--- src/hdl/cpg_pkg.sv ---
// Shared widths, types and constants for the corner-point cell geometry block.
// Used by cpg_interp and corner_point_cell_geometry; depends on nothing else.
package cpg_pkg;

   // Coordinate format: signed two's complement with 8 fraction bits.
   localparam int COORD_BITS = 36;
   localparam int MAX_CELLS  = 16777216;

   // Widths derived from the coordinate width.
   localparam int MAG_W  = COORD_BITS + 1;       // magnitude of a coordinate difference
   localparam int LO_W   = (MAG_W + 1) / 2;      // low slice of the multiplier operand
   localparam int HI_W   = MAG_W - LO_W;         // high slice of the multiplier operand
   localparam int PP_W   = LO_W + MAG_W;         // one partial product
   localparam int PROD_W = 2 * MAG_W;            // full product
   localparam int QUO_W  = COORD_BITS + 2;       // quotient bits developed by the divider
   localparam int CNT_W  = $clog2(QUO_W);        // divider step counter
   localparam int RES_W  = COORD_BITS + 3;       // top coordinate plus clamped quotient
   localparam int SUM_W  = COORD_BITS + 3;       // sum of eight corners
   localparam int SLOT_W = 3;                    // corner number within a cell
   localparam int ACT_W  = $clog2(MAX_CELLS) + 1;

   localparam logic [SLOT_W-1:0] LAST_SLOT = {SLOT_W{1'b1}};

   // Stream payload widths, padded to whole bytes.
   localparam int REQ_DATA_W = ((7 * COORD_BITS + 7) / 8) * 8;
   localparam int RSP_FIELDS = 6 * COORD_BITS + SLOT_W + ACT_W;
   localparam int RSP_DATA_W = ((RSP_FIELDS + 7) / 8) * 8;

   typedef logic signed [COORD_BITS-1:0] coord_type;
   typedef logic signed [SUM_W-1:0]      sum_type;

endpackage

--- src/hdl/cpg_interp.sv ---
// Iterative interpolation unit: t0 + (z - z0) * (t1 - t0) / (z1 - z0), clamped and saturated.
// Two-slice multiply, then a restoring divider that retires one quotient bit per cycle.
// Depends on cpg_pkg.
module cpg_interp (
   input  logic               clock,
   input  logic               reset,
   input  logic               start,
   input  cpg_pkg::coord_type t0,
   input  cpg_pkg::coord_type t1,
   input  cpg_pkg::coord_type z0,
   input  cpg_pkg::coord_type z1,
   input  cpg_pkg::coord_type z,
   output logic               done,
   output cpg_pkg::coord_type result
);

   typedef enum logic [8:0] {
      IP_IDLE    = 9'b000000001,
      IP_MAG     = 9'b000000010,
      IP_MUL_LO  = 9'b000000100,
      IP_MUL_HI  = 9'b000001000,
      IP_MUL_ADD = 9'b000010000,
      IP_CHECK   = 9'b000100000,
      IP_DIV     = 9'b001000000,
      IP_SUM     = 9'b010000000,
      IP_SAT     = 9'b100000000
   } ip_state_type;

   localparam logic [cpg_pkg::QUO_W-1:0] QLIM = {1'b1, {(cpg_pkg::QUO_W-1){1'b0}}};

   ip_state_type state_ff, state_in;

   logic signed [cpg_pkg::MAG_W-1:0] num_ff, num_in, dv_ff, dv_in, den_ff, den_in;
   cpg_pkg::coord_type               t0_ff, t0_in;
   logic [cpg_pkg::MAG_W-1:0]        a_ff, a_in, b_ff, b_in, d_ff, d_in;
   logic                             neg_ff, neg_in;
   logic [cpg_pkg::PP_W-1:0]         pp_ff, pp_in;
   logic [cpg_pkg::PROD_W-1:0]       prod_ff, prod_in;
   logic [cpg_pkg::MAG_W-1:0]        rem_ff, rem_in;
   logic [cpg_pkg::QUO_W-1:0]        low_ff, low_in;
   logic [cpg_pkg::QUO_W-1:0]        quo_ff, quo_in;
   logic [cpg_pkg::CNT_W-1:0]        cnt_ff, cnt_in;
   logic                             big_ff, big_in;
   logic signed [cpg_pkg::RES_W-1:0] sum_ff, sum_in;
   cpg_pkg::coord_type               result_ff, result_in;
   logic                             done_ff, done_in;

   logic [cpg_pkg::MAG_W:0]          trial;
   logic                             trial_ge;
   logic [cpg_pkg::QUO_W-1:0]        quo_clamped;
   logic signed [cpg_pkg::RES_W-1:0] t0_wide, q_wide;
   logic                             sat_pos, sat_neg;

   always_comb begin
      trial       = {rem_ff, low_ff[cpg_pkg::QUO_W-1]};
      trial_ge    = trial >= {1'b0, d_ff};
      quo_clamped = (big_ff || quo_ff > QLIM) ? QLIM : quo_ff;
      t0_wide     = {{(cpg_pkg::RES_W-cpg_pkg::COORD_BITS){t0_ff[cpg_pkg::COORD_BITS-1]}}, t0_ff};
      q_wide      = $signed({{(cpg_pkg::RES_W-cpg_pkg::QUO_W){1'b0}}, quo_clamped});
      // The result fits when every bit from the coordinate sign upward agrees.
      sat_pos     = !sum_ff[cpg_pkg::RES_W-1] &&
                    (sum_ff[cpg_pkg::RES_W-1:cpg_pkg::COORD_BITS-1] != '0);
      sat_neg     = sum_ff[cpg_pkg::RES_W-1] &&
                    (sum_ff[cpg_pkg::RES_W-1:cpg_pkg::COORD_BITS-1] != '1);
   end

   always_comb begin
      state_in  = state_ff;
      num_in    = num_ff;
      dv_in     = dv_ff;
      den_in    = den_ff;
      t0_in     = t0_ff;
      a_in      = a_ff;
      b_in      = b_ff;
      d_in      = d_ff;
      neg_in    = neg_ff;
      pp_in     = pp_ff;
      prod_in   = prod_ff;
      rem_in    = rem_ff;
      low_in    = low_ff;
      quo_in    = quo_ff;
      cnt_in    = cnt_ff;
      big_in    = big_ff;
      sum_in    = sum_ff;
      result_in = result_ff;
      done_in   = 1'b0;
      case (state_ff)
         IP_IDLE: begin
            if (start) begin
               num_in   = {z[cpg_pkg::COORD_BITS-1], z} - {z0[cpg_pkg::COORD_BITS-1], z0};
               dv_in    = {t1[cpg_pkg::COORD_BITS-1], t1} - {t0[cpg_pkg::COORD_BITS-1], t0};
               den_in   = {z1[cpg_pkg::COORD_BITS-1], z1} - {z0[cpg_pkg::COORD_BITS-1], z0};
               t0_in    = t0;
               state_in = IP_MAG;
            end
         end
         IP_MAG: begin
            a_in     = num_ff[cpg_pkg::MAG_W-1] ? $unsigned(-num_ff) : $unsigned(num_ff);
            b_in     = dv_ff[cpg_pkg::MAG_W-1] ? $unsigned(-dv_ff) : $unsigned(dv_ff);
            d_in     = den_ff[cpg_pkg::MAG_W-1] ? $unsigned(-den_ff) : $unsigned(den_ff);
            neg_in   = num_ff[cpg_pkg::MAG_W-1] ^ dv_ff[cpg_pkg::MAG_W-1] ^
                       den_ff[cpg_pkg::MAG_W-1];
            state_in = IP_MUL_LO;
         end
         IP_MUL_LO: begin
            pp_in    = cpg_pkg::PP_W'(a_ff[cpg_pkg::LO_W-1:0]) * cpg_pkg::PP_W'(b_ff);
            state_in = IP_MUL_HI;
         end
         IP_MUL_HI: begin
            prod_in  = cpg_pkg::PROD_W'(pp_ff);
            pp_in    = cpg_pkg::PP_W'(a_ff[cpg_pkg::MAG_W-1:cpg_pkg::LO_W]) *
                       cpg_pkg::PP_W'(b_ff);
            state_in = IP_MUL_ADD;
         end
         IP_MUL_ADD: begin
            prod_in  = prod_ff + (cpg_pkg::PROD_W'(pp_ff) << cpg_pkg::LO_W);
            state_in = IP_CHECK;
         end
         IP_CHECK: begin
            // If the bits above the quotient field already reach the divisor, the
            // quotient is past the clamp and the division is skipped.
            big_in   = cpg_pkg::MAG_W'(prod_ff[cpg_pkg::PROD_W-1:cpg_pkg::QUO_W]) >= d_ff;
            rem_in   = cpg_pkg::MAG_W'(prod_ff[cpg_pkg::PROD_W-1:cpg_pkg::QUO_W]);
            low_in   = prod_ff[cpg_pkg::QUO_W-1:0];
            quo_in   = '0;
            cnt_in   = '0;
            state_in = (cpg_pkg::MAG_W'(prod_ff[cpg_pkg::PROD_W-1:cpg_pkg::QUO_W]) >= d_ff)
                       ? IP_SUM : IP_DIV;
         end
         IP_DIV: begin
            rem_in = trial_ge ? cpg_pkg::MAG_W'(trial - {1'b0, d_ff})
                              : cpg_pkg::MAG_W'(trial);
            quo_in = {quo_ff[cpg_pkg::QUO_W-2:0], trial_ge};
            low_in = {low_ff[cpg_pkg::QUO_W-2:0], 1'b0};
            cnt_in = cnt_ff + 1'b1;
            if (cnt_ff == cpg_pkg::CNT_W'(cpg_pkg::QUO_W - 1)) begin
               state_in = IP_SUM;
            end
         end
         IP_SUM: begin
            sum_in   = neg_ff ? t0_wide - q_wide : t0_wide + q_wide;
            state_in = IP_SAT;
         end
         IP_SAT: begin
            if (sat_pos) begin
               result_in = {1'b0, {(cpg_pkg::COORD_BITS-1){1'b1}}};
            end else if (sat_neg) begin
               result_in = {1'b1, {(cpg_pkg::COORD_BITS-1){1'b0}}};
            end else begin
               result_in = sum_ff[cpg_pkg::COORD_BITS-1:0];
            end
            done_in  = 1'b1;
            state_in = IP_IDLE;
         end
         default: begin
            state_in = IP_IDLE;
         end
      endcase
   end

   always_ff @(posedge clock) begin
      if (reset) begin
         state_ff <= IP_IDLE;
         done_ff  <= 1'b0;
      end else begin
         state_ff <= state_in;
         done_ff  <= done_in;
      end
   end

   always_ff @(posedge clock) begin
      num_ff    <= num_in;
      dv_ff     <= dv_in;
      den_ff    <= den_in;
      t0_ff     <= t0_in;
      a_ff      <= a_in;
      b_ff      <= b_in;
      d_ff      <= d_in;
      neg_ff    <= neg_in;
      pp_ff     <= pp_in;
      prod_ff   <= prod_in;
      rem_ff    <= rem_in;
      low_ff    <= low_in;
      quo_ff    <= quo_in;
      cnt_ff    <= cnt_in;
      big_ff    <= big_in;
      sum_ff    <= sum_in;
      result_ff <= result_in;
   end

   assign done   = done_ff;
   assign result = result_ff;

endmodule

--- config.mk ---
export PLATFORM = sky130hd
export DESIGN_NAME = cpg_interp
export DESIGN_NICKNAME = d
export VERILOG_FILES = /design/src/hdl/cpg_pkg.sv /design/src/hdl/cpg_interp.sv
export SDC_FILE = /design/constraint.sdc
export NUM_CORES = 2
export LEC_CHECK = 0
export BUFFER_PORTS_ARGS = -buffer_cell sky130_fd_sc_hd__buf_2
export CORE_ASPECT_RATIO = 1.4
export CORE_MARGIN = 4
export CORE_UTILIZATION = 35
export CTS_CLUSTER_DIAMETER = 50
export DETAILED_ROUTE_END_ITERATION = 8
export RECOVER_POWER = 100
export SKIP_LAST_GASP = 1
export SLEW_MARGIN = 40
export SYNTH_ARGS = -nofsm -noshare
export SYNTH_HDL_FRONTEND = slang
export SYNTH_SLANG_ARGS = --single-unit
--- constraint.sdc ---
create_clock -name clock -period 12.4 [get_ports clock]
set_input_delay 1.24 -clock clock [delete_from_list [all_inputs] [get_ports clock]]
set_output_delay 1.24 -clock clock [all_outputs]
set_load 0.01 [all_outputs]
==> impl_metrics.yaml <==
status:
  outcome: "complete, but fails checks"
  violations: "capacitance limit, slew limit"
yosys:
  syn-cell-area_sq_um: 80400
  yosysSeqAreaShare_pct: 22.1
  yosysUniqueCellTypes: 78
  synth_ff_type: "edfxtp_1"
  synthCells: 8828
  ys_async_sr_fraction_pct: 0
  yosys_warnings: 0
  synth_nets: 10720
  ys_top_cells_by_area: "fa_1, edfxtp_1, ha_1"
  synth.most_common_cell: "inv_1"
  ys_seq_elements: 594
  synth_common_cells: "inv_1, nand2_1, fa_1"
  synth-edff-count: 584
  syn_avg_cell_area_sq_um: 9.11
  yosysTopAreaCell: "fa_1"
  synth_top_area_share_pct: 28.9
timing:
  hold_violations: 0
  drv_slew: 1097
  setup_ws_ns: 2.89
  max_slew_margin_pct: -185
  grt_setup_unrepaired: "false"
  fin_crit_sh_pct: 76.7
  setup_viol: 0
  worst_hold_slack_ns: 0.462
  worst_pin_slew_ns: 4.28
  fmax_ghz: 0.105
  skew_ns: 0.0669
  fin_setup_tns_ns: 0
  fin_crit_ns: 9.51
critical_path:
  cp.arrival_ns: 9.91
  required_ns: 12.79
  reg2reg_from: "a_ff[19]"
  critPathLaunch: "a_ff[19]"
  reg2reg_to: "pp_ff[52]"
  critPathKind: "flop to flop"
  critPathLaunchType: "flop"
  r2r_slack_ns: 2.89
  cp_max_fo: 27
  ff2ff_path_depth: 23
  end_kind: "flop"
grt:
  grt_pass1_vias: 66840
  grt_usage_pct: 20.5
  grt_max_degree: 76
  overflow: 0
  grt_pass1_wl_um: 380000
  antenna_found_initial: 11
finish:
  regArea_sq_um: 17700
  multiInputGateArea_sq_um: 54900
  final_cells: 11907
  fill_cells: 23029
  syn_to_final_growth_pct: 8.39
  drive_gt1_share_pct: 4.62
  fin_area_sq_um: 87100
  fin_util_pct: 38.2
  num-nets-final: 10689
min_path:
  hold_start: "den_ff[0]"
  hold_class: "flop to flop"
  whs_endpoint: "d_ff[0]"
  whs_path_depth: 0
placement:
  gp_congestion: 0.928
  dpl_cell_area_sq_um: 84500
  placed_cells: 11744
  place_hpwl_um: 190000
  dp_slack_ns: 4.20
  portBuffers: 219
floorplan:
  die_x_um: 413
  rows: 207
  dieArea_sq_um: 238000
  die_y_um: 575
  core_sq_um: 228000
  io_pins: 220
  initial_core_util_pct: 35.3
routing:
  drt_first_pass_iters: 6
  route.detailed.drc: 0
  wl_um: 245000
  viasPerCell: 5.18
  ant_nets: 0
  drt_iter0_markers: 3853
  wire_per_inst_um: 20.6
  vias: 61720
clock_network:
  clock_sinks: 594
  cts_tree: "yes"
  hold_buffers: 0
  clock_path_buffers: 3
  cts_setup_buffers: 0
  clk_pin_slew_ns: 0.07
  clock_latency_ns: 0.72
  cts_resized: 0
  cts_buffers: 79
  htree_levels: 3
  cts-root-buf: "clkbuf_16"
job:
  max_cap_viol_count: 22
power:
  power_density_nw_per_um2: 248
  p_total_mw: 21.6
  p_leak_nw: 40.0
  ir_worst_vdd_uv: 281
## placed cells by master (no fill, tap or decap), types with 106 or more instances in the layout
| cell | count |
|---|---|
| ha_1 | 549 |
| nor2_1 | 310 |
| a21o_1 | 171 |
| inv_1 | 1617 |
| o21ai_0 | 317 |
| nand2_1 | 1399 |
| edfxtp_1 | 584 |
| fa_1 | 1160 |
| and2_1 | 455 |
| a21oi_1 | 374 |
| xnor2_1 | 290 |
| buf_2 | 146 |
| xor2_1 | 140 |
| clkbuf_1 | 106 |
## state kept, by name, summed over array words and instances, names as in the netlist, 6 cells and up
| signal | flops |
|---|---|
| a_ff | 37 |
| b_ff | 37 |
| cnt_ff | 6 |
| d_ff | 37 |
| den_ff | 37 |
| dv_ff | 37 |
| low_ff | 38 |
| num_ff | 37 |
| pp_ff | 56 |
| prod_ff | 74 |
| quo_ff | 38 |
| rem_ff | 37 |
| result | 36 |
| state_ff | 9 |
| sum_ff | 39 |
| t0_ff | 36 |
## worst max-delay path by stage
| stage | to | slack, ns | cells after the start |
|---|---|---|---|
| floorplan | state_ff[2] | 2.21 | 5 |
| global placement | pp_ff[52] | 3.69 | 23 |
| detailed placement | pp_ff[53] | 4.20 | 21 |
| CTS | pp_ff[54] | 4.23 | 24 |
| global route | sum_ff[37] | 2.57 | 24 |
| finish | pp_ff[52] | 2.89 | 23 |
## power by group
group	leakage, nW	internal, mW	switching (mW)
registers	5.34	2.70	0.0734
clock network	1.35	1.36	1.05
logic	33.3	6.05	10.4
## routing by layer
| layer | wire, um | part of all wire (%) | track usage, % | vias to the layer above |
|---|---|---|---|---|
| met3 | 14200 | 5.8 | 2.72 | 629 |
| met5 | 64 | 0.026 | 0 | - |
| li1 | - | - | - | 27968 |
| met4 | 13900 | 5.7 | 10.2 | 8 |
| met1 | 89900 | 37 | 23.1 | 31021 |
| met2 | 127000 | 52 | 37.8 | 2094 |
## final cells by class
cell class	instances	share of cell area [%]
repair buffers	329	1.98
well taps	3030	4.35
diodes	15	0.0431
clock buffers	88	2.37
flip-flops and latches	594	20.4
clock inverters	58	0.898
inverters	1617	6.97
multi-input cells	6176	63.0
## critical path, cell delays in order (launching register included)
cell and delay [ns]:
edfxtp_1 0.36, clkbuf_1 0.78, clkbuf_1 1.44, nand2_1 0.25, fa_1 0.62, inv_1 0.06, fa_1 0.53, fa_1 0.45
fa_1 0.54, inv_1 0.05, fa_1 0.47, inv_1 0.04, ha_1 0.35, a21oi_1 0.23, o21ai_0 0.31, a2111o_1 0.50
a31o_2 0.26, a221oi_1 0.51, o31a_1 0.32, o21ai_0 0.27, a21oi_1 0.39, o211ai_1 0.18, xnor2_1 0.17, a21oi_1 0.09
## logic make-up after synthesis
group / Yosys count / share of synthesized area, %
flops: 594 / 22.1
mux: 19 / 0.243
xor+xnor: 430 / 4.69
compound gates: 1311 / 10.3
simple gates: 2707 / 15.7
buf+inv: 2058 / 9.61
fa+ha+maj: 1709 / 37.4
Note: power is estimated with default switching activity, not from simulation.
